==> src/cti_div.sv <==
// serial restoring divider, one quotient bit per cycle, signed result
`timescale 1ns / 1ps
`default_nettype none
module cti_div #(
  parameter int NumW = 38,
  parameter int DenW = 12
) (
  input  wire logic            clk,
  input  wire logic            rst_n,
  input  wire logic            start,
  input  wire logic            neg,
  input  wire logic [NumW-1:0] num,
  input  wire logic [DenW-1:0] den,
  output logic                 done,
  output logic [NumW:0]        quo
);
  localparam int CntW = $clog2(NumW + 1);

  logic [NumW-1:0] q_r;
  logic [DenW:0]   rem_r;
  logic [DenW-1:0] den_r;
  logic [CntW-1:0] cnt_r;
  logic            busy_r, neg_r, done_r;
  logic [DenW:0]   trial;
  logic [DenW:0]   diff;

  assign trial = {rem_r[DenW-1:0], q_r[NumW-1]};
  assign diff  = trial - {1'b0, den_r};

  always_ff @(posedge clk) begin
    if (!rst_n) begin
      busy_r <= 1'b0;
      done_r <= 1'b0;
    end else begin
      done_r <= 1'b0;
      if (start) begin
        busy_r <= 1'b1;
        q_r    <= num;
        rem_r  <= '0;
        den_r  <= den;
        neg_r  <= neg;
        cnt_r  <= CntW'(NumW);
      end else if (busy_r) begin
        if (!diff[DenW]) begin
          rem_r <= diff;
          q_r   <= {q_r[NumW-2:0], 1'b1};
        end else begin
          rem_r <= trial;
          q_r   <= {q_r[NumW-2:0], 1'b0};
        end
        cnt_r <= cnt_r - 1'b1;
        if (cnt_r == CntW'(1)) begin
          busy_r <= 1'b0;
          done_r <= 1'b1;
        end
      end
    end
  end

  assign done = done_r;
  assign quo  = neg_r ? -{1'b0, q_r} : {1'b0, q_r};
endmodule
`default_nettype wire

==> config.mk <==
export PLATFORM = sky130hd
export DESIGN_NAME = cti_div
export DESIGN_NICKNAME = d
export VERILOG_FILES = /design/src/cti_div.sv
export SDC_FILE = /design/constraint.sdc
export NUM_CORES = 1
export LEC_CHECK = 0
export ABC_AREA = 1
export BUFFER_PORTS_ARGS = -buffer_cell sky130_fd_sc_hd__buf_2
export CAP_MARGIN = 20
export CORE_MARGIN = 4
export CORE_UTILIZATION = 55
export DETAILED_ROUTE_END_ITERATION = 12
export GPL_TIMING_DRIVEN = 0
export PLACE_DENSITY = 0.77
export SKIP_CTS_REPAIR_TIMING = 1
export SLEW_MARGIN = 20
export SYNTH_ARGS = -nofsm -noshare
export SYNTH_HDL_FRONTEND = slang
export SYNTH_SLANG_ARGS = --single-unit
export TNS_END_PERCENT = 30
==> constraint.sdc <==
create_clock -name clk -period 7.39 [get_ports clk]
set_input_delay 1.478 -clock clk [delete_from_list [all_inputs] [get_ports clk]]
set_output_delay 1.478 -clock clk [all_outputs]
set_load 0.02 [all_outputs]
==> run metrics <==
status=finished clean; DR pass1 iterations=5; Slew HR=57.1%; gr ovfl total=0; Final Hold Viols=0; clock sink count=71; vias in the first global route=4651; cell taking the most area after synthesis=edfxtp_1; routed via count=4671; Yosys warnings=0; synth cell count leaders=nand2_1 (175), inv_1 (103), nor2_1 (76); Lkg Pwr=2.81 nW; TritonCTS buffer count=9; Die Span Y=102 um; Routed WL per cell=14.6 um; Core Rows=34; vias per cell=5.38; Seq cells post-synth=71; Clock Tree Root=clkbuf_8; CP endpoint kind=output pin; Worst setup SP type=flop; most common cell in the synthesized netlist=nand2_1; Final WS setup=3.59 ns; predominant post-synthesis flop cell=edfxtp_1; ranking of synthesized cells by area=edfxtp_1 (42%), nand2_1 (13%), inv_1 (7.9%); post-synth net total=721; syn_area_per_cell=7.53 um2; Final Non-Filler Cells=868; data required time of the critical path=5.91 ns; slowest CP cell=edfxtp_1; Critical Path Max Stage Delay=0.41 ns; crit share post-route=51.5%; Cell variety after synth=33; Async S/R FF share, synth=0%; Synth top area share=42.3%; Post-synth EDFFs=69; Initial Utilization=56.5%; FMAX=263 MHz; Fin Clk Skew=0.0139 ns; die area=10500 um2; critical path cell sequence=inv_1 -> ha_1 -> inv_1 -> nor2_1 -> nand2_1 -> nor2_4 -> nand2_2 -> nor2_4 -> nand2_1 -> nand2_2 -> nand3_1 -> nand2_1 -> buf_2; diode count=0; Reg clk slew, reported paths=0.08 ns; first-pass GRT wire length=20600 um; Cell Area, Synth=4900 um2; DR iter-0 viols=292; Post-DP HPWL=9720 um; Longest Clk Path Bufs=2; Synth Instances=651; pin count of the biggest net entering global routing=50; antenna viol nets, final=0; overall routing resource usage=25.1%; Pwr Density=218 nW/um2; CTS tree=yes; placed cells=852; final setup vio count=0; H-tree Lvls=3; initial antenna violation count=0; post-synthesis sequential area ratio=43.1%; Hold Crit Class=flop to flop; WHS=0.514 ns; worst-margin pin slew=0.638 ns; synthesis-to-finish area growth=17.3%; DRC Markers=0; WS Path Type=flop to output pin; final net count=825; fin util=66.3%; cells on worst reg2reg path=12; I/O Buffers=92; final wirelength=12700 um; Worst IR Drop VDD=0.109 mV; crit-path most repeated cell=nand2_1; Max-Cap Viols=0; die width=102 um; share of cells above drive strength 1=16.4%; core area=8680 um2; CP arrival=2.32 ns; max-slew violations=0; Place WS=4.01 ns; RSZ-0062 raised after global routing=no; crit path max fanout=6; number of I/O pins=94; hold depth=2; setup TNS=0 ns; gpl congestion=0.935; worst-skew pair later-pin latency=0.35 ns; Final Critical Period=3.80 ns
==> metrics by stage <==
| step | instance area (um2) | total power (W) |
|---|---|---|
| 6_report | 5750 | 0.00125 |
| 5_1_grt | 5750 | 0.00132 |
| 4_1_cts | 5750 | 0.00125 |
| 3_5_place_dp | 5530 | 0.000907 |
| 3_3_place_gp | 5500 | 0.000895 |
| 2_1_floorplan | 4900 | 0.000792 |
==> routing by layer <==
metal	track usage (%)	up-vias	share of wire (%)
met4	8.78	0	2.3
met2	41.4	182	47
met3	5.32	25	7.4
li1	-	2316	-
met5	0	-	0
met1	32.8	2148	43
==> placed cells by master, fill, tap and decap left out, drive strengths merged <==
master | netlist | layout
nand2 | 180 | 180
inv | 103 | 104
buf | 5 | 98
nor2 | 79 | 79
edfxtp | 69 | 69
o21ai | 52 | 52
nand3 | 51 | 51
xor2 | 30 | 30
clkbuf | 13 | 22
nand4 | 19 | 19
ha | 15 | 15
a21oi | 11 | 11
nor3 | 7 | 7
clkinv | 0 | 4
and2 | 2 | 2
o211ai | 2 | 2
a31oi | 2 | 2
xnor2 | 2 | 2
dfxtp | 2 | 2
bufinv | 0 | 2
o31ai | 1 | 1
nand3b | 1 | 1
or3 | 1 | 1
or2 | 1 | 1
o21bai | 1 | 1
o21a | 1 | 1
fa | 1 | 1
==> sequential cells by signal, indices dropped and copies added (netlist names) <==
name / cells
busy_r: 1
cnt_r: 6
den_r: 12
done: 1
neg_r: 1
q_r: 38
rem_r: 12
==> area by class of cell <==
type	instances	area, um2
fillers	781	2930
multi-input cells	459	2320
flip-flops and latches	71	2110
repair buffers	93	488
inverters	103	387
well taps	108	135
clock buffers	9	124
clock inverters	7	95.1
plain buffers	18	88.8
==> cells by family (layout without fill, tap and decap cells) <==
family                     count (synthesis)  in the layout  share of synthesized area [%]
xor gates and xnor gates                  32             32                           5.72
buffers and inverters                    121            230                           9.70
and+or+nand+nor                          341            341                           29.6
DFF                                       71             71                           43.1
AOI/OAI and AO/OA                         70             70                           7.68
adders and majority gates                 16             16                           4.24
==> worst paths after layout <==
check          start  endpoint  slack (ns)
max           q_r[0]   quo[34]        3.59
max reg2reg  q_r[37]  rem_r[8]        4.93
min reg2reg   busy_r      done        0.51
min           busy_r      done        0.51
==> worst max-delay path: cells and delay by family (launching register included) <==
family        cells  cell delay [ns]
buf+inv           3             0.33
simple gates      9             1.07
fa+ha+maj         1             0.15
flops             1             0.41
==> where the power goes <==
group | switching, W | internal, W
clock network | 0.000159 | 0.000191
registers | 0.0000262 | 0.000492
logic | 0.000251 | 0.000133
(Power assumes the default switching activity.)
